File: src/rtl/core/hmq_pkg.sv
// ----------------------------------------------------------------------------
// hmq_pkg
// shared types, widths and helpers of the heightmap quad vertex generator
// ----------------------------------------------------------------------------
package hmq_pkg;

  localparam int MAX_GRID   = 64;
  localparam int ADDR_W     = 12;
  localparam int SIZE_W     = 7;
  localparam int STEP_W     = 16;
  localparam int HGT_W      = 16;
  localparam int CRD_W      = 6;
  localparam int CFG_IDX_W  = 2;
  localparam int CFG_DATA_W = 16;
  localparam int NV_W       = 19;
  localparam int NRM_W      = 16;
  localparam int FIFO_DEPTH = 4;
  localparam int FIFO_PTR_W = 2;
  localparam int FIFO_CNT_W = 3;

  typedef enum logic [CFG_IDX_W-1:0] {
    CFG_GRID_SIZE = 2'd0,
    CFG_GRID_STEP = 2'd1,
    CFG_SMOOTH    = 2'd2
  } cfg_reg_t;

  typedef enum logic {
    CMD_WRITE = 1'b0,
    CMD_QUAD  = 1'b1
  } cmd_t;

  typedef struct packed {
    logic                    is_quad;
    logic [ADDR_W-1:0]       addr;
    logic signed [HGT_W-1:0] data;
    logic [CRD_W-1:0]        col;
    logic [CRD_W-1:0]        row;
  } hmq_entry_t;

  typedef struct packed {
    logic busy;
    logic done;
  } hmq_nstat_t;

  function automatic logic [SIZE_W-1:0] eff_size(input logic [SIZE_W-1:0] s);
    if (s < SIZE_W'(2)) return SIZE_W'(2);
    if (s > SIZE_W'(MAX_GRID)) return SIZE_W'(MAX_GRID);
    return s;
  endfunction

  function automatic logic [STEP_W-1:0] eff_step(input logic [STEP_W-1:0] st);
    return (st == '0) ? STEP_W'(1) : st;
  endfunction

  function automatic logic [ADDR_W-1:0] grid_addr(input logic [SIZE_W-1:0] r,
                                                  input logic [SIZE_W-1:0] c,
                                                  input logic [SIZE_W-1:0] s);
    logic [2*SIZE_W-1:0] p;
    p = (2*SIZE_W)'(r) * (2*SIZE_W)'(s) + (2*SIZE_W)'(c);
    return p[ADDR_W-1:0];
  endfunction

endpackage

File: src/rtl/core/hmq_fifo.sv
// ----------------------------------------------------------------------------
// hmq_fifo
// short command queue between front and back
// ----------------------------------------------------------------------------
module hmq_fifo import hmq_pkg::*; (
  input  logic       clk,
  input  logic       rst,
  input  logic       push,
  input  hmq_entry_t wdata,
  output logic       full,
  input  logic       pop,
  output logic       empty,
  output hmq_entry_t rdata
);

  hmq_entry_t            slots [FIFO_DEPTH];
  logic [FIFO_PTR_W-1:0] wp;
  logic [FIFO_PTR_W-1:0] rp;
  logic [FIFO_CNT_W-1:0] cnt;

  always_ff @(posedge clk) begin
    if (rst) begin
      wp  <= '0;
      rp  <= '0;
      cnt <= '0;
    end else begin
      if (push) wp <= wp + FIFO_PTR_W'(1);
      if (pop) rp <= rp + FIFO_PTR_W'(1);
      cnt <= cnt + FIFO_CNT_W'(push) - FIFO_CNT_W'(pop);
    end
  end

  always_ff @(posedge clk) begin
    if (push) slots[wp] <= wdata;
  end

  assign full  = (cnt == FIFO_CNT_W'(FIFO_DEPTH));
  assign empty = (cnt == '0);
  assign rdata = slots[rp];

endmodule

File: config.mk
export PLATFORM = sky130hd
export DESIGN_NAME = hmq_fifo
export DESIGN_NICKNAME = d
export VERILOG_FILES = /design/src/rtl/core/hmq_pkg.sv /design/src/rtl/core/hmq_fifo.sv
export SDC_FILE = /design/constraint.sdc
export NUM_CORES = 1
export LEC_CHECK = 0
export ABC_AREA = 1
export BUFFER_PORTS_ARGS = -buffer_cell sky130_fd_sc_hd__buf_4
export CAP_MARGIN = 25
export CORE_ASPECT_RATIO = 2
export CORE_MARGIN = 2
export CORE_UTILIZATION = 30
export DETAILED_ROUTE_END_ITERATION = 10
export PLACE_DENSITY = 0.55
export SLEW_MARGIN = 5
export SYNTH_ARGS = -nofsm -noshare
export SYNTH_HDL_FRONTEND = slang
export SYNTH_SLANG_ARGS = --single-unit
File: constraint.sdc
create_clock -name clk -period 2.4 [get_ports clk]
set_input_delay 0.24 -clock clk [delete_from_list [all_inputs] [get_ports clk]]
set_output_delay 0.24 -clock clk [all_outputs]
set_load 0.01 [all_outputs]
==> impl_metrics.tcl <==
set metrics [dict create \
    syn_area_per_cell_sq_um 12.94 \
    leakage_nw 3.419 \
    cts_sinks 173 \
    syn_area_sq_mm 0.006925 \
    die_area_sq_mm 0.02439 \
    cts_buffer_depth 2 \
    totalPowerFinal_mw 7.110 \
    antenna_found_initial 0 \
    seq_area_frac_synth 0.7371 \
    detailedPlace.worstSlack_ps 708.8 \
    regToRegSetupSlack_ps 740 \
    instances_no_fill 943 \
    nNetsFinal 702 \
    setup_viol 0 \
    finish.utilization 0.3864 \
    ios 88 \
    max_clock_freq_mhz 467.3 \
    finish.instance_area_sq_mm 0.008748 \
    cts_buffers 17 \
    placed_area_sq_mm 0.007894 \
    drt-total-wl_um 14730 \
    final_common_cell "edfxtp_1" \
    syn_inst 535 \
    grt_overflow 0 \
    grtUsageTotal 0.1230 \
    slew_headroom 0.6076 \
    syn_nets 587 \
    required_ps 2160 \
    place_inst 886 \
    die_y_um 218.9 \
    critPathLaunchType "flop" \
    drtIter0Drc 278 \
    slowest_stage "dfxtp_4" \
    powerDensity_mw_per_mm2 812.7 \
    ctsHtreeMaxLevel 4 \
    finalSetupTns_ps 0 \
    cts_hold_buf 25 \
    synth_top_area_share 0.7111 \
    cp_max_fo 49 \
    avgViaCountPerCell 4.457 \
    cts_tree "built" \
    path_delay_family "flip-flops" \
    grt_max_degree 50 \
    finalHoldViolCount 0 \
    postCtsSetupBuffers 0 \
    skew_ps 5.601 \
    worstHoldPathType "in -> reg" \
    io_buffers 87 \
    fp.dieW_um 111.4 \
    max-cap-violations 0 \
    yosysWarnings 0 \
    grt_first_pass_wirelength_um 22210 \
    crit_path_end_kind "primary output" \
    worst_pin_slew_ps 588.6 \
    whs_ps 22.49 \
    crit_chain "buf_4 > nand2_1 > o211ai_1 > nand2_1 > buf_4" \
    place_congestion 0.7540 \
    cts-root-buf "clkbuf_16" \
    dp_hpwl_um 9664 \
    critPathMaxStageDelay_ps 700 \
    design.core.area_sq_mm 0.02264 \
    grt_pass1_vias 4303 \
    synthDistinctLibCells 15 \
    arrival_ps 1900 \
    initial_utilization 0.3059 \
    rsz0062_at_grt "no" \
    drtPass1Iterations 4 \
    synth.area.top_cells "edfxtp_1 71%, inv_1 5.4%, nand2_1 4.9%" \
    num_vias 4203 \
    route.detailed.drc 0 \
    syn2layout_area_growth_pct 26.32 \
    cts_resized 0 \
    synth-seq-cells 173 \
    core.rowCount 78 \
    layout_common_cells "164 x edfxtp_1, 95 x inv_1, 90 x nand2_1, 90 x buf_4, 47 x a21oi_1" \
    fin_crit_sh 0.8916 \
    outcome "completed" \
    drtAntennaViolNets 0 \
    diodes 0 \
    drive_gt1_frac 0.1991 \
    crit_type "reg -> out" \
    clkTransAtPathRegs_ps 60 \
    drt-wirelength-per-cell_um 15.62 \
    fin_ws_ps 260.1 \
    fin_crit_ps 2140 \
    clock_latency_ps 430 \
    peakVddDrop_mv 0.4734 \
    synth_largest_area_cell "edfxtp_1" \
    slew_violations 0 \
    cp_num_buf_inv 2 \
]
worst register-to-register path, stage by stage (launching register included):
cell and delay (ps):
dfxtp_1 330, inv_1 120, ha_1 160, nand2_1 60
inv_2 400, buf_12 280
Yosys cell counts (all sizes together):
cell and instances:
a21oi 47, buf 27, dfxtp 9, edfxtp 164, fa 1, ha 6, inv 99, nand2 90
nand3 1, nor2 4, nor3 1, o211ai 41, o21ai 45
cell families after synthesis:
| logic type | synth area share |
|---|---|
| AO/OA/AOI/OAI | 0.1109 |
| buffers and inverters | 0.08582 |
| AND/OR/NAND/NOR | 0.05239 |
| adder cells (fa/ha/maj) | 0.01373 |
| flip-flops | 0.7371 |
report_power, final:
part	internal (mW)	switching (mW)
combinational	0.350	0.439
clock	1.73	1.07
sequential	3.45	0.0681
total	5.53	1.58
path summary, 6_finish.rpt:
kind,start,to,cells after the start
setup / recovery,flop,rdata[14],5
hold / removal,wdata[24],slots[2][24]$_DFFE_PP_,1
setup reg to reg,wp[0]$_SDFFE_PP0P_,slots[0][36]$_DFFE_PP_,5
hold reg to reg,rp[0]$_SDFFE_PP0P_,rp[0]$_SDFFE_PP0P_,1
cell type report:
type	count	area, sq um
Fill cell	2150	13890
Sequential cell	173	5110
Multi-Input combinational cell	236	1226
Timing Repair Buffer	123	1086
Clock buffer	19	432.9
Inverter	99	371.6
Tap cell	280	350.3
Clock inverter	13	171.4
state kept, by name, summed over array words and instances (netlist names), named ones only:
name	count
slots	164
cnt	3
wp	2
rp	2
layer usage:
layer / vias to the layer above / routed length, um / track usage
met1: 1994 / 5302 / 0.1150
li1: 2076 / - / -
met2: 98 / 8249 / 0.2325
met5: - / 0 / 0
met4: 0 / 624 / 0.08230
met3: 35 / 556 / 0.02983
No activity file was read; power rests on OpenSTA's default activity.
