`config.mk`:
```
export PLATFORM = sky130hd
export DESIGN_NAME = hmq_norm
export DESIGN_NICKNAME = d
export VERILOG_FILES = /design/src/rtl/core/hmq_pkg.sv /design/src/rtl/core/hmq_norm.sv
export SDC_FILE = /design/constraint.sdc
export NUM_CORES = 2
export LEC_CHECK = 0
export ABC_AREA = 1
export BUFFER_PORTS_ARGS = -buffer_cell sky130_fd_sc_hd__buf_2
export CELL_PAD_IN_SITES_DETAIL_PLACEMENT = 2
export CELL_PAD_IN_SITES_GLOBAL_PLACEMENT = 2
export CORE_AREA = 5 5 475 477
export DETAILED_ROUTE_END_ITERATION = 8
export DIE_AREA = 0 0 480 482
export HOLD_SLACK_MARGIN = 0.06
export MAX_ROUTING_LAYER = met4
export PLACE_DENSITY_LB_ADDON = 0.1
export RECOVER_POWER = 50
export SLEW_MARGIN = 20
export SYNTH_ARGS = -nofsm -noshare
export SYNTH_HDL_FRONTEND = slang
export SYNTH_SLANG_ARGS = --single-unit
```
`constraint.sdc`:
```
create_clock -name clk -period 14.7 [get_ports clk]
set_input_delay 0.735 -clock clk [delete_from_list [all_inputs] [get_ports clk]]
set_output_delay 0.735 -clock clk [all_outputs]
set_load 0.01 [all_outputs]
```
`src/rtl/core/hmq_pkg.sv`:
```
// ----------------------------------------------------------------------------
// hmq_pkg
// shared types, widths and helpers of the heightmap quad vertex generator
// ----------------------------------------------------------------------------
package hmq_pkg;

  localparam int MAX_GRID   = 64;
  localparam int ADDR_W     = 12;
  localparam int SIZE_W     = 7;
  localparam int STEP_W     = 16;
  localparam int HGT_W      = 16;
  localparam int CRD_W      = 6;
  localparam int CFG_IDX_W  = 2;
  localparam int CFG_DATA_W = 16;
  localparam int NV_W       = 19;
  localparam int NRM_W      = 16;
  localparam int FIFO_DEPTH = 4;
  localparam int FIFO_PTR_W = 2;
  localparam int FIFO_CNT_W = 3;

  typedef enum logic [CFG_IDX_W-1:0] {
    CFG_GRID_SIZE = 2'd0,
    CFG_GRID_STEP = 2'd1,
    CFG_SMOOTH    = 2'd2
  } cfg_reg_t;

  typedef enum logic {
    CMD_WRITE = 1'b0,
    CMD_QUAD  = 1'b1
  } cmd_t;

  typedef struct packed {
    logic                    is_quad;
    logic [ADDR_W-1:0]       addr;
    logic signed [HGT_W-1:0] data;
    logic [CRD_W-1:0]        col;
    logic [CRD_W-1:0]        row;
  } hmq_entry_t;

  typedef struct packed {
    logic busy;
    logic done;
  } hmq_nstat_t;

  function automatic logic [SIZE_W-1:0] eff_size(input logic [SIZE_W-1:0] s);
    if (s < SIZE_W'(2)) return SIZE_W'(2);
    if (s > SIZE_W'(MAX_GRID)) return SIZE_W'(MAX_GRID);
    return s;
  endfunction

  function automatic logic [STEP_W-1:0] eff_step(input logic [STEP_W-1:0] st);
    return (st == '0) ? STEP_W'(1) : st;
  endfunction

  function automatic logic [ADDR_W-1:0] grid_addr(input logic [SIZE_W-1:0] r,
                                                  input logic [SIZE_W-1:0] c,
                                                  input logic [SIZE_W-1:0] s);
    logic [2*SIZE_W-1:0] p;
    p = (2*SIZE_W)'(r) * (2*SIZE_W)'(s) + (2*SIZE_W)'(c);
    return p[ADDR_W-1:0];
  endfunction

endpackage

```
`src/rtl/core/hmq_norm.sv`:
```
// ----------------------------------------------------------------------------
// hmq_norm
// iterative vector normalizer, three lanes: square, sum, divide, root
// ----------------------------------------------------------------------------
module hmq_norm import hmq_pkg::*; (
  input  logic                    clk,
  input  logic                    rst,
  input  logic                    start,
  input  logic signed [NV_W-1:0]  vec [3],
  output hmq_nstat_t              nst,
  output logic signed [NRM_W-1:0] nrm [3]
);

  typedef enum logic [2:0] {N_IDLE, N_SQ, N_SUM, N_DINIT, N_DIV, N_RINIT, N_SQRT} nstate_t;

  nstate_t      state;
  logic [4:0]   cnt;
  logic         done;
  logic         neg  [3];
  logic [17:0]  mag  [3];
  logic [35:0]  msq  [3];
  logic [37:0]  sum;
  logic [37:0]  rem  [3];
  logic [28:0]  quo  [3];
  logic [29:0]  xr   [3];
  logic [29:0]  res  [3];
  logic [29:0]  bitv;
  logic [38:0]  dtry [3];
  logic         dge  [3];
  logic [29:0]  stry [3];
  logic         sge  [3];

  always_comb begin
    for (int i = 0; i < 3; i++) begin
      dtry[i] = {rem[i], 1'b0};
      dge[i]  = (dtry[i] >= {1'b0, sum});
      stry[i] = res[i] + bitv;
      sge[i]  = (xr[i] >= stry[i]);
    end
  end

  always_ff @(posedge clk) begin
    if (rst) begin
      state <= N_IDLE;
      done  <= 1'b0;
      cnt   <= '0;
    end else begin
      done <= 1'b0;
      case (state)
        N_IDLE: begin
          if (start) begin
            for (int i = 0; i < 3; i++) begin
              neg[i] <= vec[i][NV_W-1];
              mag[i] <= vec[i][NV_W-1] ? 18'(-vec[i]) : 18'(vec[i]);
            end
            state <= N_SQ;
          end
        end
        N_SQ: begin
          for (int i = 0; i < 3; i++) msq[i] <= mag[i] * mag[i];
          state <= N_SUM;
        end
        N_SUM: begin
          sum   <= 38'(msq[0]) + 38'(msq[1]) + 38'(msq[2]);
          state <= N_DINIT;
        end
        N_DINIT: begin
          // top quotient bit: a component can at most equal the whole sum
          for (int i = 0; i < 3; i++) begin
            if ({2'b0, msq[i]} >= sum) begin
              rem[i] <= {2'b0, msq[i]} - sum;
              quo[i] <= 29'd1;
            end else begin
              rem[i] <= {2'b0, msq[i]};
              quo[i] <= 29'd0;
            end
          end
          cnt   <= 5'd28;
          state <= N_DIV;
        end
        N_DIV: begin
          for (int i = 0; i < 3; i++) begin
            rem[i] <= dge[i] ? 38'(dtry[i] - {1'b0, sum}) : dtry[i][37:0];
            quo[i] <= {quo[i][27:0], dge[i]};
          end
          cnt <= cnt - 5'd1;
          if (cnt == 5'd1) state <= N_RINIT;
        end
        N_RINIT: begin
          for (int i = 0; i < 3; i++) begin
            xr[i]  <= 30'(quo[i]);
            res[i] <= '0;
          end
          bitv  <= 30'd1 << 28;
          cnt   <= 5'd15;
          state <= N_SQRT;
        end
        N_SQRT: begin
          for (int i = 0; i < 3; i++) begin
            if (sge[i]) begin
              xr[i]  <= xr[i] - stry[i];
              res[i] <= (res[i] >> 1) + bitv;
            end else begin
              res[i] <= res[i] >> 1;
            end
          end
          bitv <= bitv >> 2;
          cnt  <= cnt - 5'd1;
          if (cnt == 5'd1) begin
            state <= N_IDLE;
            done  <= 1'b1;
          end
        end
        default: state <= N_IDLE;
      endcase
    end
  end

  always_comb begin
    for (int i = 0; i < 3; i++) begin
      nrm[i] = neg[i] ? -$signed({1'b0, res[i][14:0]}) : $signed({1'b0, res[i][14:0]});
    end
  end

  assign nst.busy = (state != N_IDLE);
  assign nst.done = done;

endmodule

```
==> results.md <==
- Critical Path Most Common Cell: clkbuf_1
- GR Util met1: 42.70%
- Row count: 173
- GR Util met2: 54.17%
- Initial DRC count: 4681
- Cells along the critical path: inv_1, nor2_1, nand2_1, clkbuf_1, o21ai_0, clkbuf_1
- Setup Buffers After CTS: 0
- R2R depth: 6
- Layout cells sized above 1: 2.728%
- Clock-pin slew on the worst setup and hold paths: 60 ps
- Critical path type: reg -> reg
- Maximum clock path buffer count: 3
- Mapped cell area: 0.08574 mm^2
- Crit. End Element: register
- Final nets: 13240
- Post-DP Area: 0.08921 mm^2
- Max stage delay cell, worst path: clkbuf_1
- # port buffers: 109
- Last element of the critical path: rem[0][93]$_DFFE_PP_
- TritonCTS clock tree: built
- Syn Inst Count: 11730
- Latest clock arrival within the worst-skew pair: between 700 and 800 ps
- Largest net degree at the start of global routing: 91
- GRT Total Usage: 32.42%
- Register area: 0.01807 mm^2
- Die area: roughly 0.23 mm^2
- Drt total wl: 371800 um
- Commonest non-fill, non-tap cell in the layout: nand2_1
- Flop2flop setup slack: 6280 ps
- TNS Setup: 0 ps
- CP max FO: 60
- Commonest non-fill, non-tap cells in the layout: nand2_1, inv_1, nor2_1
- Clock buffer count from CTS: 86
- Worst slew margin: -183.9%
- Clock Sinks: 605
- Initial antenna violation count: 14
- Final hold vios: 0
- Top FF cell, synth: edfxtp_1
- Startpoint class of the critical path: register
- Drc violations: 0
- M3 GR Usage: about 3%
- Yosys Warn Count: 0
- Dpl hpwl: 308500 um
- Area of the multi-input gates: 0.05811 mm^2
- Post-synth EDFFs: 595
- Synth Register Bits: about 610
- Initial Utilization: 38.80%
- H-tree levels: 3
- Tmin final: 8422 ps
- R2r startpoint: state[2]$_SDFFE_PP0P_
- I/O pin cnt: 110
- Post-route cell area: 0.09208 mm^2
- Cell family with most CP delay: buffers and inverters
- WP buf/inv: 3
- Clk root buf: clkbuf_16
- Crit. path cell count: 6
- Area growth syn-to-layout: 7.391%
- Asr flop ratio synth: 0%
- Syn Area/Cell: 7.312 um^2
- Critical Path Start: state[2]$_SDFFE_PP0P_
- Clock Skew: between 50 and 60 ps
- Setup violations, final: 0
- Req. time, crit path: 14600 ps
- Vias in the first global route: 90520
- Sequential share of the synthesized area: a little over a fifth
- Pre-antenna DRT Iters: 5
- Final period util: ~57%
- Global-route wire length before repair: 560000 um
- Failing checks: capacitance limit, slew limit
- Post-DR vias/cell: 5.510
- Gpl congestion: 0.9558
- Die Y: a little under 500 um
- Routed length per instance: 25.21 um
- Count of final max-slew check failures: 601
- Fillcell total: 26240
- Status: complete, but fails checks
- Hold buffer count at cts: 0
- Fmax: 0.1187 GHz
- Grt peak-use layer: met2
- Vias: 81270
- Worst Path Arrival: 8330 ps
- MaxCap Viol Count: 14
- CTS resizes: 0
- Reg2reg end: rem[0][93]$_DFFE_PP_
- Path type of the worst min-delay path: in -> reg
- Worst slew pin tran: 4213 ps
- Overflow left after global routing: 0
- Yosys cell types: 60
- Routed Antenna Nets: 0
- Core area: 0.2210 mm^2
- Crit-path max cell delay: 2400 ps
- RSZ-0062 raised after global routing: no
- Die X: 480 um
-- routing by layer --
metal | routed length (um) | share of wire, %
met1 | 169100 | 45
met2 | 177100 | 48
met3 | 15370 | 4.1
met4 | 10230 | 2.8
met5 | 0 | 0
-- registers in the layout, indices dropped and copies added, names as in the netlist --
register / cells
bitv: 15
rem: 114
res: 90
mag: 54
msq: 105
cnt: 5
done: 1
quo: 87
state: 3
sum: 38
xr: 90
neg: 3
-- cells in the mapped netlist (all sizes together) (41+ instances only) --
| library cell | number | area [um^2] |
|---|---|---|
| o21bai | 57 | 427.9 |
| xor2 | 314 | 2750 |
| edfxtp | 595 | 17870 |
| nand3 | 613 | 3113 |
| a31oi | 41 | 256.5 |
| nand4 | 186 | 1176 |
| a21o | 100 | 750.7 |
| nor2 | 1013 | 3827 |
| inv | 2229 | 8367 |
| nand3b | 104 | 780.8 |
| nor3 | 122 | 610.6 |
| nand2 | 2989 | 11270 |
| a21oi | 637 | 3192 |
| fa | 693 | 13870 |
| o21ai | 480 | 2410 |
| xnor2 | 228 | 1997 |
| clkbuf | 160 | 601.8 |
| buf | 112 | 595.6 |
| ha | 791 | 9897 |
-- how the worst min path moves through the flow --
stage                      endpoint                start  depth (start not counted)  slack (ps)
2_1_floorplan   msq[0][0]$_DFFE_PP_  mag[0][0]$_DFFE_PP_                          0         420
3_3_place_gp    cnt[1]$_SDFFE_PP0P_  cnt[1]$_SDFFE_PP0P_                          2         470
3_5_place_dp    cnt[1]$_SDFFE_PP0P_  cnt[1]$_SDFFE_PP0P_                          2         510
4_1_cts         mag[0][0]$_DFFE_PP_              vec[38]                          1         160
5_1_grt        mag[0][18]$_DFFE_PP_              vec[19]                          1         230
6_report       mag[0][18]$_DFFE_PP_              vec[19]                          1         260
-- per-stage QoR --
stage | worst slack (ps) | std cells | hold slack (ps) | util, %
after floorplan | 3220 | 11730 | 424.4 | -
after global placement | 8264 | 14580 | 471.5 | 40.37
after detailed placement | 8055 | 14580 | 508.5 | 40.37
after CTS | 7831 | 14740 | 163.5 | 41.71
after global routing | 5820 | 14750 | 226.9 | 41.66
final | 6278 | 14750 | 264.8 | 41.66
-- cells by family (layout without fill, tap and decap cells) --
| kind of cell | after synthesis | after routing | synth area share [%] |
|---|---|---|---|
| AND/OR/NAND/NOR | 5109 | 5109 | 24.83 |
| buffers and inverters | 2506 | 2546 | 11.18 |
| adder cells (fa/ha/maj) | 1484 | 1484 | 27.72 |
| AO/OA/AOI/OAI | 1479 | 1479 | 9.655 |
| flip-flops | 605 | 605 | 21.07 |
| XOR/XNOR | 542 | 542 | 5.537 |
| other | 1 | 10 | 0.004374 |
-- area by class of cell --
| cell class | count | share of cell area, % |
|---|---|---|
| flip-flops and latches | 605 | 19.62 |
| clock buffers | 103 | 2.428 |
| well taps | 2975 | 4.043 |
| diodes | 7 | 0.01902 |
| multi-input cells | 8617 | 63.11 |
| repair buffers | 152 | 0.8642 |
| inverters | 2234 | 9.108 |
| clock inverters | 57 | 0.8072 |
Power is not shown: default switching activity piles up to over one toggle a cycle in this logic, so the estimate is an artifact.
