## config.mk

```make
export PLATFORM = sky130hd
export DESIGN_NAME = hmq_front_flat
export DESIGN_NICKNAME = d
export VERILOG_FILES = /design/src/rtl/core/hmq_pkg.sv /design/src/rtl/core/hmq_if.sv /design/src/rtl/core/hmq_front.sv /design/src/flat_wrapper.sv
export SDC_FILE = /design/constraint.sdc
export NUM_CORES = 1
export LEC_CHECK = 0
export BUFFER_PORTS_ARGS = -buffer_cell sky130_fd_sc_hd__buf_2
export CAP_MARGIN = 0
export CORE_MARGIN = 2
export CORE_UTILIZATION = 36
export DETAILED_ROUTE_END_ITERATION = 12
export PLACE_DENSITY = 0.95
export SYNTH_ARGS = -nofsm -noshare
export SYNTH_HDL_FRONTEND = slang
export SYNTH_SLANG_ARGS = --single-unit
```

## constraint.sdc

```tcl
create_clock -name vclk -period 2.3
set_input_delay 0.115 -clock vclk [all_inputs]
set_output_delay 0.115 -clock vclk [all_outputs]
set_load 0.01 [all_outputs]
```

## src/rtl/core/hmq_pkg.sv

```systemverilog
// ----------------------------------------------------------------------------
// hmq_pkg
// shared types, widths and helpers of the heightmap quad vertex generator
// ----------------------------------------------------------------------------
package hmq_pkg;

  localparam int MAX_GRID   = 64;
  localparam int ADDR_W     = 12;
  localparam int SIZE_W     = 7;
  localparam int STEP_W     = 16;
  localparam int HGT_W      = 16;
  localparam int CRD_W      = 6;
  localparam int CFG_IDX_W  = 2;
  localparam int CFG_DATA_W = 16;
  localparam int NV_W       = 19;
  localparam int NRM_W      = 16;
  localparam int FIFO_DEPTH = 4;
  localparam int FIFO_PTR_W = 2;
  localparam int FIFO_CNT_W = 3;

  typedef enum logic [CFG_IDX_W-1:0] {
    CFG_GRID_SIZE = 2'd0,
    CFG_GRID_STEP = 2'd1,
    CFG_SMOOTH    = 2'd2
  } cfg_reg_t;

  typedef enum logic {
    CMD_WRITE = 1'b0,
    CMD_QUAD  = 1'b1
  } cmd_t;

  typedef struct packed {
    logic                    is_quad;
    logic [ADDR_W-1:0]       addr;
    logic signed [HGT_W-1:0] data;
    logic [CRD_W-1:0]        col;
    logic [CRD_W-1:0]        row;
  } hmq_entry_t;

  typedef struct packed {
    logic busy;
    logic done;
  } hmq_nstat_t;

  function automatic logic [SIZE_W-1:0] eff_size(input logic [SIZE_W-1:0] s);
    if (s < SIZE_W'(2)) return SIZE_W'(2);
    if (s > SIZE_W'(MAX_GRID)) return SIZE_W'(MAX_GRID);
    return s;
  endfunction

  function automatic logic [STEP_W-1:0] eff_step(input logic [STEP_W-1:0] st);
    return (st == '0) ? STEP_W'(1) : st;
  endfunction

  function automatic logic [ADDR_W-1:0] grid_addr(input logic [SIZE_W-1:0] r,
                                                  input logic [SIZE_W-1:0] c,
                                                  input logic [SIZE_W-1:0] s);
    logic [2*SIZE_W-1:0] p;
    p = (2*SIZE_W)'(r) * (2*SIZE_W)'(s) + (2*SIZE_W)'(c);
    return p[ADDR_W-1:0];
  endfunction

endpackage

```

## src/rtl/core/hmq_if.sv

```systemverilog
// ----------------------------------------------------------------------------
// hmq_if
// request and vertex channels, valid/ready handshake
// ----------------------------------------------------------------------------
interface hmq_req_if import hmq_pkg::*; ();
  logic                    valid;
  logic                    ready;
  logic                    cmd;
  logic [ADDR_W-1:0]       sample_addr;
  logic signed [HGT_W-1:0] height_in;
  logic [CRD_W-1:0]        quad_col;
  logic [CRD_W-1:0]        quad_row;

  modport source(output valid, cmd, sample_addr, height_in, quad_col, quad_row,
                 input ready);
  modport sink(input valid, cmd, sample_addr, height_in, quad_col, quad_row,
               output ready);
endinterface


```

## src/rtl/core/hmq_front.sv

```systemverilog
// ----------------------------------------------------------------------------
// hmq_front
// accepts requests, drops quads outside the grid, queues the rest
// ----------------------------------------------------------------------------
module hmq_front import hmq_pkg::*; (
  input  logic [SIZE_W-1:0] size,
  hmq_req_if.sink           req,
  input  logic              full,
  output logic              push,
  output hmq_entry_t        entry
);

  logic accept;
  logic is_quad;
  logic in_grid;

  assign req.ready = !full;
  assign accept    = req.valid && !full;
  assign is_quad   = (cmd_t'(req.cmd) == CMD_QUAD);
  assign in_grid   = ((SIZE_W'(req.quad_col) + SIZE_W'(1)) < size) &&
                     ((SIZE_W'(req.quad_row) + SIZE_W'(1)) < size);

  // a quad outside the grid is taken and produces nothing
  assign push = accept && (!is_quad || in_grid);

  assign entry.is_quad = is_quad;
  assign entry.addr    = req.sample_addr;
  assign entry.data    = req.height_in;
  assign entry.col     = req.quad_col;
  assign entry.row     = req.quad_row;

endmodule

```

## src/flat_wrapper.sv

```systemverilog
// flat-port wrapper written by rule: the top's interface ports become plain ports
module hmq_front_flat import hmq_pkg::*;
  (size, full, push, entry, req_valid, req_cmd, req_sample_addr, req_height_in, req_quad_col, req_quad_row, req_ready);
  hmq_req_if req_i ();
  input  logic [SIZE_W-1:0] size;
  input  logic full;
  output logic push;
  output hmq_entry_t entry;
  input wire logic [$bits(req_i.valid)-1:0] req_valid;
  input wire logic [$bits(req_i.cmd)-1:0] req_cmd;
  input wire logic [$bits(req_i.sample_addr)-1:0] req_sample_addr;
  input wire logic [$bits(req_i.height_in)-1:0] req_height_in;
  input wire logic [$bits(req_i.quad_col)-1:0] req_quad_col;
  input wire logic [$bits(req_i.quad_row)-1:0] req_quad_row;
  output wire logic [$bits(req_i.ready)-1:0] req_ready;
  assign req_i.valid = req_valid;
  assign req_i.cmd = req_cmd;
  assign req_i.sample_addr = req_sample_addr;
  assign req_i.height_in = req_height_in;
  assign req_i.quad_col = req_quad_col;
  assign req_i.quad_row = req_quad_row;
  assign req_ready = req_i.ready;
  hmq_front u_core (.size(size), .req(req_i), .full(full), .push(push), .entry(entry));
endmodule
```

==> results.sh, run 1 <==
export IMPL_status="completed"
export IMPL_die_w_microns=49.4
export IMPL_cts_repair_resized=0
export IMPL_yosys_warnings=0
export IMPL_dp_hpwl_mm=1.28
export IMPL_nFillCells=250
export IMPL_ant_nets=0
export IMPL_finalSetupViolCount=0
export IMPL_slew_headroom_pct=86.7
export IMPL_port_buffer_count=37
export IMPL_arrival_ns=1.92
export IMPL_first_pass_iters=2
export IMPL_regArea_sq_um=0
export IMPL_wire_per_inst_microns=11.3
export IMPL_startpoint_type="input pin"
export IMPL_worst_slack_ns=0.267
export IMPL_hold_buffers=0
export IMPL_ios=93
export IMPL_coreArea_sq_um=1960
export IMPL_power_leakage_uw=0.000387
export IMPL_max_clock_freq_mhz=492
export IMPL_fin_nets=162
export IMPL_synth_nets=164
export IMPL_tns_ns=0
export IMPL_synth_area_per_cell_sq_um=7.43
export IMPL_gp_congestion=0.695
export IMPL_netSwitchingFraction_pct=51.4
export IMPL_first_iter_violations=4
export IMPL_min_path_cells=0
export IMPL_period_share_pct=88.4
export IMPL_dieHeight_microns=49.4
export IMPL_synth_cell_types=19
export IMPL_grtUsageTotal_pct=10.9
export IMPL_grt_pass1_vias=550
export IMPL_p_int_uw=58.0
export IMPL_final_cell_mix="buf_2, ha_1, nand3_1, inv_1"
export IMPL_drive_gt1_share_pct=39.6
export IMPL_grt_max_degree=6
export IMPL_dieArea_sq_um=2440
export IMPL_synth_seq_area_share_pct=0
export IMPL_power_frac_seq_pct=0
export IMPL_n_antenna_cell=0
export IMPL_max_cap_violations=0
export IMPL_synthToLayoutAreaGrowth_pct=-12.0
export IMPL_power_density_nw_per_um2=182
export IMPL_synthCells=100
export IMPL_routed_wl_mm=1.40
export IMPL_vias=591
export IMPL_grt_pass1_wl_mm=2.18
export IMPL_drc_errors=0
export IMPL_hold_viol_final=0
export IMPL_mostFrequentLayoutCell="buf_2"
export IMPL_p_comb_share_pct=100.0
export IMPL_rsz0062_at_grt="false"
export IMPL_clock_power_share_pct=0
export IMPL_start_util_pct=37.9
export IMPL_slew_viol_final=0
export IMPL_fin_crit_ns=2.03
export IMPL_startpoint="req_quad_col[0]"
export IMPL_worstPathRequired_ns=2.18
export IMPL_grt_ovfl_total=0
export IMPL_n_clock_buffer=0
export IMPL_viasPerCell=4.80
export IMPL_cts_setup_buffers=0
export IMPL_syn_cell_area_sq_um=743
export IMPL_worst_pin_slew_ns=0.198
export IMPL_hp_class="in2out"
export IMPL_seq_cells=0
export IMPL_path_max_fanout=5
export IMPL_crit_type="in2out"
export IMPL_irDropWorstVdd_mv=0.0674
export IMPL_fp_row_count=16
export IMPL_cp_end_kind="output pin"
export IMPL_post_place_ws_ns=0.261
export IMPL_worstHoldStart="req_height_in[5]"
export IMPL_power_switching_uw=61.4
export IMPL_antenna_found_initial=0
## power by group through the flow
stage / logic [uW] / clock network [uW] / registers [uW]
5_1_grt: 137 / 0 / 0
2_1_floorplan: 134 / 0 / 0
4_1_cts: 122 / 0 / 0
6_report: 119 / 0 / 0
3_5_place_dp: 121 / 0 / 0
3_3_place_gp: 117 / 0 / 0
## final timing paths
path,end,slack (ns)
worst max-delay path,push,0.27
worst min-delay path,entry[17],0.23
## cell families after synthesis
logic type	share of synthesized area (%)
buf+inv	45.0
simple gates	13.3
fa+ha+maj	23.6
compound gates	8.75
xor+xnor	9.43
## layout make-up
type / instances / area, sq um / share of cell area (%)
multi-input combinational: 52 / 409 / 62.5
timing repair buffer: 37 / 185 / 28.3
tap: 27 / 33.8 / 5.16
inverter: 7 / 26.3 / 4.02
## synthesized netlist by cell type
master	instances	share of area (%)
and3_1	4	3.4
o32ai_1	1	1.2
nor2_1	1	0.50
nor4_1	1	0.84
buf_4	41	41
o21ai_1	1	0.67
a21o_1	1	1.0
nand4_1	1	0.84
xor2_1	2	2.4
o21ai_0	1	0.67
a21oi_1	3	2.0
nand2_1	6	3.0
xnor2_1	6	7.1
a31oi_1	1	0.84
nand3_1	7	4.7
inv_1	7	3.5
a22o_1	1	1.2
ha_1	14	24
a21oi_2	1	1.2
## per-layer routing
metal	global-route usage (%)	vias up	share of wire [%]
met3	1.84	12	10
met5	0	-	0
met2	20.5	31	48
met1	11.5	259	36
met4	5.56	0	5.2
li1	-	289	-
## critical path, cell delays in order
cell and delay, ns:
buf_2 0.13, ha_1 0.23, and3_1 0.17, ha_1 0.31
a22o_1 0.24, nor4_1 0.15, o21ai_0 0.14, o32ai_1 0.27
buf_2 0.17
## metrics by stage
step / util, % / instances / power (uW) / area [sq um] / hold slack [ns]
floorplan: - / 100 / 134 / 743 / 0.281
global placement: 33.4 / 123 / 117 / 654 / 0.230
detailed placement: 33.4 / 123 / 121 / 654 / 0.230
CTS: 33.4 / 123 / 122 / 654 / 0.230
global route: 33.4 / 123 / 137 / 654 / 0.230
finish: 33.4 / 123 / 119 / 654 / 0.230
(Power assumes the default switching activity.)
==> run 2: changes to the inputs <==
BUFFER_PORTS_ARGS = -buffer_cell sky130_fd_sc_hd__buf_4   (was -buffer_cell sky130_fd_sc_hd__buf_2)
CELL_PAD_IN_SITES_DETAIL_PLACEMENT = 1   (was unset)
CELL_PAD_IN_SITES_GLOBAL_PLACEMENT = 2   (was unset)
CORE_UTILIZATION = 16   (was 36)
TNS_END_PERCENT = 50   (was unset)
==> run 2 against run 1 <==
Against the previous run:
- clock-buffer cell count stayed put
- power is 20% higher
- die area is 110% higher
- cell area increased by 19%
- critical path type unchanged
- via count rose by 1.0%
- sequential share of layout area is the same
- worst hold slack about the same
- setup slack lost 0.084 ns
==> results.sh, run 2 (same netlist as run 1, synthesis figures left out) <==
export IMPL_status="completed"
export IMPL_ios=93
export IMPL_fin_crit_ns=2.12
export IMPL_cts_repair_resized=0
export IMPL_max_cap_violations=0
export IMPL_cts_setup_buffers=0
export IMPL_clock_power_share_pct=0
export IMPL_regArea_sq_um=0
export IMPL_synthToLayoutAreaGrowth_pct=4.71
export IMPL_grt_pass1_vias=571
export IMPL_p_comb_share_pct=100.0
export IMPL_grtUsageTotal_pct=5.99
export IMPL_dp_hpwl_mm=1.55
export IMPL_p_int_uw=77.1
export IMPL_start_util_pct=16.8
export IMPL_worstHoldStart="req_height_in[6]"
export IMPL_rsz0062_at_grt="false"
export IMPL_finalSetupViolCount=0
export IMPL_grt_max_degree=6
export IMPL_dieArea_sq_um=5210
export IMPL_grt_ovfl_total=0
export IMPL_vias=597
export IMPL_wire_per_inst_microns=11.3
export IMPL_die_w_microns=72.2
export IMPL_drive_gt1_share_pct=39.6
export IMPL_antenna_found_initial=0
export IMPL_gp_congestion=0.705
export IMPL_final_cell_mix="buf_4, ha_1, nand3_1, inv_1"
export IMPL_dieHeight_microns=72.2
export IMPL_slew_viol_final=0
export IMPL_power_density_nw_per_um2=184
export IMPL_grt_pass1_wl_mm=2.59
export IMPL_min_path_cells=0
export IMPL_startpoint_type="input pin"
export IMPL_worst_pin_slew_ns=0.283
export IMPL_power_frac_seq_pct=0
export IMPL_slew_headroom_pct=81.1
export IMPL_hold_buffers=0
export IMPL_timing_hold_ws_ns=0.230
export IMPL_viasPerCell=4.03
export IMPL_first_pass_iters=4
export IMPL_n_antenna_cell=0
export IMPL_irDropWorstVdd_mv=0.0382
export IMPL_first_iter_violations=14
export IMPL_routed_wl_mm=1.67
export IMPL_port_buffer_count=37
export IMPL_worstPathRequired_ns=2.18
export IMPL_mostFrequentLayoutCell="buf_4"
export IMPL_fin_nets=162
export IMPL_fp_row_count=24
export IMPL_period_share_pct=92.0
export IMPL_hold_end="entry[18]"
export IMPL_power_leakage_uw=0.000419
export IMPL_ant_nets=0
export IMPL_coreArea_sq_um=4410
export IMPL_max_clock_freq_mhz=472
export IMPL_netSwitchingFraction_pct=46.3
export IMPL_seq_cells=0
export IMPL_n_clock_buffer=0
export IMPL_hold_viol_final=0
export IMPL_arrival_ns=2.00
export IMPL_cp_end_kind="output pin"
export IMPL_path_max_fanout=5
export IMPL_hp_class="in2out"
export IMPL_final_core_util_pct=17.6
export IMPL_crit_type="in2out"
export IMPL_power_switching_uw=66.4
export IMPL_drc_errors=0
export IMPL_tns_ns=0
==> run 2: cell types whose count changed in the layout (fill, tap and decap cells not counted) <==
cell,before,now
buf_2,37,0
buf_4,0,37
==> run 2: layout make-up <==
cell class	instances	area, sq um
well taps	52	65.1
fillers	541	3640
multi-input cells	52	409
repair buffers	37	278
inverters	7	26.3
==> run 2: worst max-delay path, stage by stage <==
cell and delay [ns]:
buf_4 0.13, ha_1 0.22, and3_1 0.18, ha_1 0.31, a22o_1 0.24, nor4_1 0.17, o21ai_0 0.12, o32ai_1 0.32
buf_4 0.18
==> run 2: how the worst max path moves through the flow <==
| stage | end | cells past startpoint | startpoint |
|---|---|---|---|
| floorplan | push | 7 | req_quad_col[0] |
| global placement | push | 9 | req_quad_col[0] |
| detailed placement | push | 9 | req_quad_col[0] |
| CTS | push | 9 | req_quad_col[0] |
| global route | push | 10 | req_quad_row[0] |
| finish | push | 9 | req_quad_col[0] |
==> run 2: power groups by stage <==
stage	Clock, uW	Combinational, uW	Sequential [uW]
after global routing	0	163	0
after global placement	0	140	0
after floorplan	0	134	0
after CTS	0	148	0
after detailed placement	0	147	0
final	0	144	0
==> run 2: metrics by stage <==
| step | worst slack, ns | power [uW] | cells | instance area (sq um) |
|---|---|---|---|---|
| 2_1_floorplan | 0.533 | 134 | 100 | 743 |
| 3_3_place_gp | 0.221 | 140 | 148 | 778 |
| 3_5_place_dp | 0.189 | 147 | 148 | 778 |
| 4_1_cts | 0.169 | 148 | 148 | 778 |
| 5_1_grt | 0.111 | 163 | 148 | 778 |
| 6_report | 0.183 | 144 | 148 | 778 |
==> run 2: metal layers <==
metal | vias up | share of wire, % | GRT usage [%] | wire, microns
li1 | 288 | - | - | -
met2 | 32 | 45 | 10.4 | 747
met3 | 2 | 11 | 0.417 | 178
met4 | 0 | 0.30 | 1.05 | 5
met1 | 275 | 44 | 8.19 | 741
met5 | - | 0 | 0 | 0
==> run 3: changes to the inputs <==
BUFFER_PORTS_ARGS = unset   (was -buffer_cell sky130_fd_sc_hd__buf_4)
CORE_UTILIZATION = 32   (was 16)
DONT_BUFFER_PORTS = 1   (was unset)
==> run 3 against run 2 <==
Against the previous run:
- wire length fell by 17%
- first-iteration DRC count is 79% lower
- setup slack better by 0.21 ns
- via count is 24% lower
- global-route usage grew 3.2 points
- flip-flop and latch count is the same
- cell count is 41% lower
- die area fell by 48%
- critical path type unchanged
==> results.sh, run 3 (same netlist as run 1, synthesis figures left out) <==
export IMPL_max_cap_violations=0
export IMPL_vias=454
export IMPL_n_clock_buffer=0
export IMPL_max_clock_freq_mhz=526
export IMPL_slew_viol_final=0
export IMPL_fp_row_count=17
export IMPL_power_leakage_uw=0.000241
export IMPL_nFillCells=283
export IMPL_ant_nets=0
export IMPL_crit_type="in2out"
export IMPL_status="completed"
export IMPL_ios=93
export IMPL_clock_power_share_pct=0
export IMPL_hold_buffers=0
export IMPL_path_max_fanout=5
export IMPL_dieArea_sq_um=2720
export IMPL_hold_viol_final=0
export IMPL_die_w_microns=52.2
export IMPL_startpoint_type="input pin"
export IMPL_grtUsageTotal_pct=9.22
export IMPL_wire_per_inst_microns=16.0
export IMPL_netSwitchingFraction_pct=51.0
export IMPL_finalSetupViolCount=0
export IMPL_drive_gt1_share_pct=1.69
export IMPL_cpMostUsedCell="ha_1"
export IMPL_final_cell_mix="ha_1, nand3_1, inv_1"
export IMPL_grt_ovfl_total=0
export IMPL_first_iter_violations=3
export IMPL_n_antenna_cell=0
export IMPL_grt_pass1_vias=431
export IMPL_start_util_pct=33.6
export IMPL_worstPathRequired_ns=2.18
export IMPL_synthToLayoutAreaGrowth_pct=-36.7
export IMPL_tns_ns=0
export IMPL_power_switching_uw=37.3
export IMPL_viasPerCell=5.22
export IMPL_worst_pin_slew_ns=0.460
export IMPL_gp_congestion=0.714
export IMPL_cts_setup_buffers=0
export IMPL_port_buffer_count=0
export IMPL_cp_end_kind="output pin"
export IMPL_power_frac_seq_pct=0
export IMPL_coreArea_sq_um=2210
export IMPL_drc_errors=0
export IMPL_grt_pass1_wl_mm=1.98
export IMPL_seq_cells=0
export IMPL_arrival_ns=1.79
export IMPL_routed_wl_mm=1.39
export IMPL_fin_crit_ns=1.90
export IMPL_antenna_found_initial=0
export IMPL_total_power_uw=73.1
export IMPL_dieHeight_microns=52.2
export IMPL_first_pass_iters=2
export IMPL_regArea_sq_um=0
export IMPL_period_share_pct=82.7
export IMPL_cpPeakStageDelay_ns=0.46
export IMPL_p_comb_share_pct=100.0
export IMPL_cts_repair_resized=0
export IMPL_fin_nets=125
export IMPL_power_density_nw_per_um2=155
export IMPL_hp_class="in2out"
export IMPL_grt_max_degree=6
export IMPL_crit_chain="ha_1, and3_1, ha_1, a22o_1, nor4_1, o21ai_0, o32ai_1"
export IMPL_dp_hpwl_mm=1.27
export IMPL_rsz0062_at_grt="false"
export IMPL_mostFrequentLayoutCell="ha_1"
export IMPL_critPathSlowestCell="o32ai_1"
export IMPL_irDropWorstVdd_mv=0.0276
export IMPL_p_int_uw=35.8
export IMPL_slew_headroom_pct=69.2
run 3: worst max-delay path: cells and delay by family:
family                   cells  cell delay, ns
adder cells (fa/ha/maj)      2            0.52
AND/OR/NAND/NOR              2            0.33
AO/OA/AOI/OAI                3            0.82
run 3: through the flow:
stage                     area (sq um)  worst slack, ns  hold slack, ns  cells  util, %
after global placement             470            0.419           0.230     87     21.3
after CTS                          470            0.376           0.230     87     21.3
after detailed placement           470            0.383           0.230     87     21.3
final                              470            0.397           0.230     87     21.3
after global routing               470            0.268           0.230     87     21.3
after floorplan                    743            0.533           0.281    100        -
run 3: final cells by class:
type	count	area [sq um]	area share (%)
well taps	28	35.0	7.45
multi-input cells	52	409	87.0
inverters	7	26.3	5.59
run 3: power groups by stage:
stage / registers [uW] / clock network, uW / logic, uW
after global placement: 0 / 0 / 70.8
after global routing: 0 / 0 / 86.6
after CTS: 0 / 0 / 75.1
after floorplan: 0 / 0 / 134
after detailed placement: 0 / 0 / 74.5
final: 0 / 0 / 73.1
run 3: per-layer routing:
| layer | GRT usage (%) | routed length (microns) | vias to the layer above |
|---|---|---|---|
| li1 | - | - | 217 |
| met1 | 8.25 | 410 | 192 |
| met2 | 17.9 | 704 | 37 |
| met3 | 4.57 | 245 | 8 |
| met4 | 2.56 | 28 | 0 |
| met5 | 0 | 0 | - |
run 3: path summary, 6_finish.rpt:
| check | cells after the start | to | start | slack (ns) |
|---|---|---|---|---|
| setup / recovery | 7 | push | req_quad_col[0] | 0.40 |
| hold / removal | 0 | entry[13] | req_height_in[1] | 0.23 |
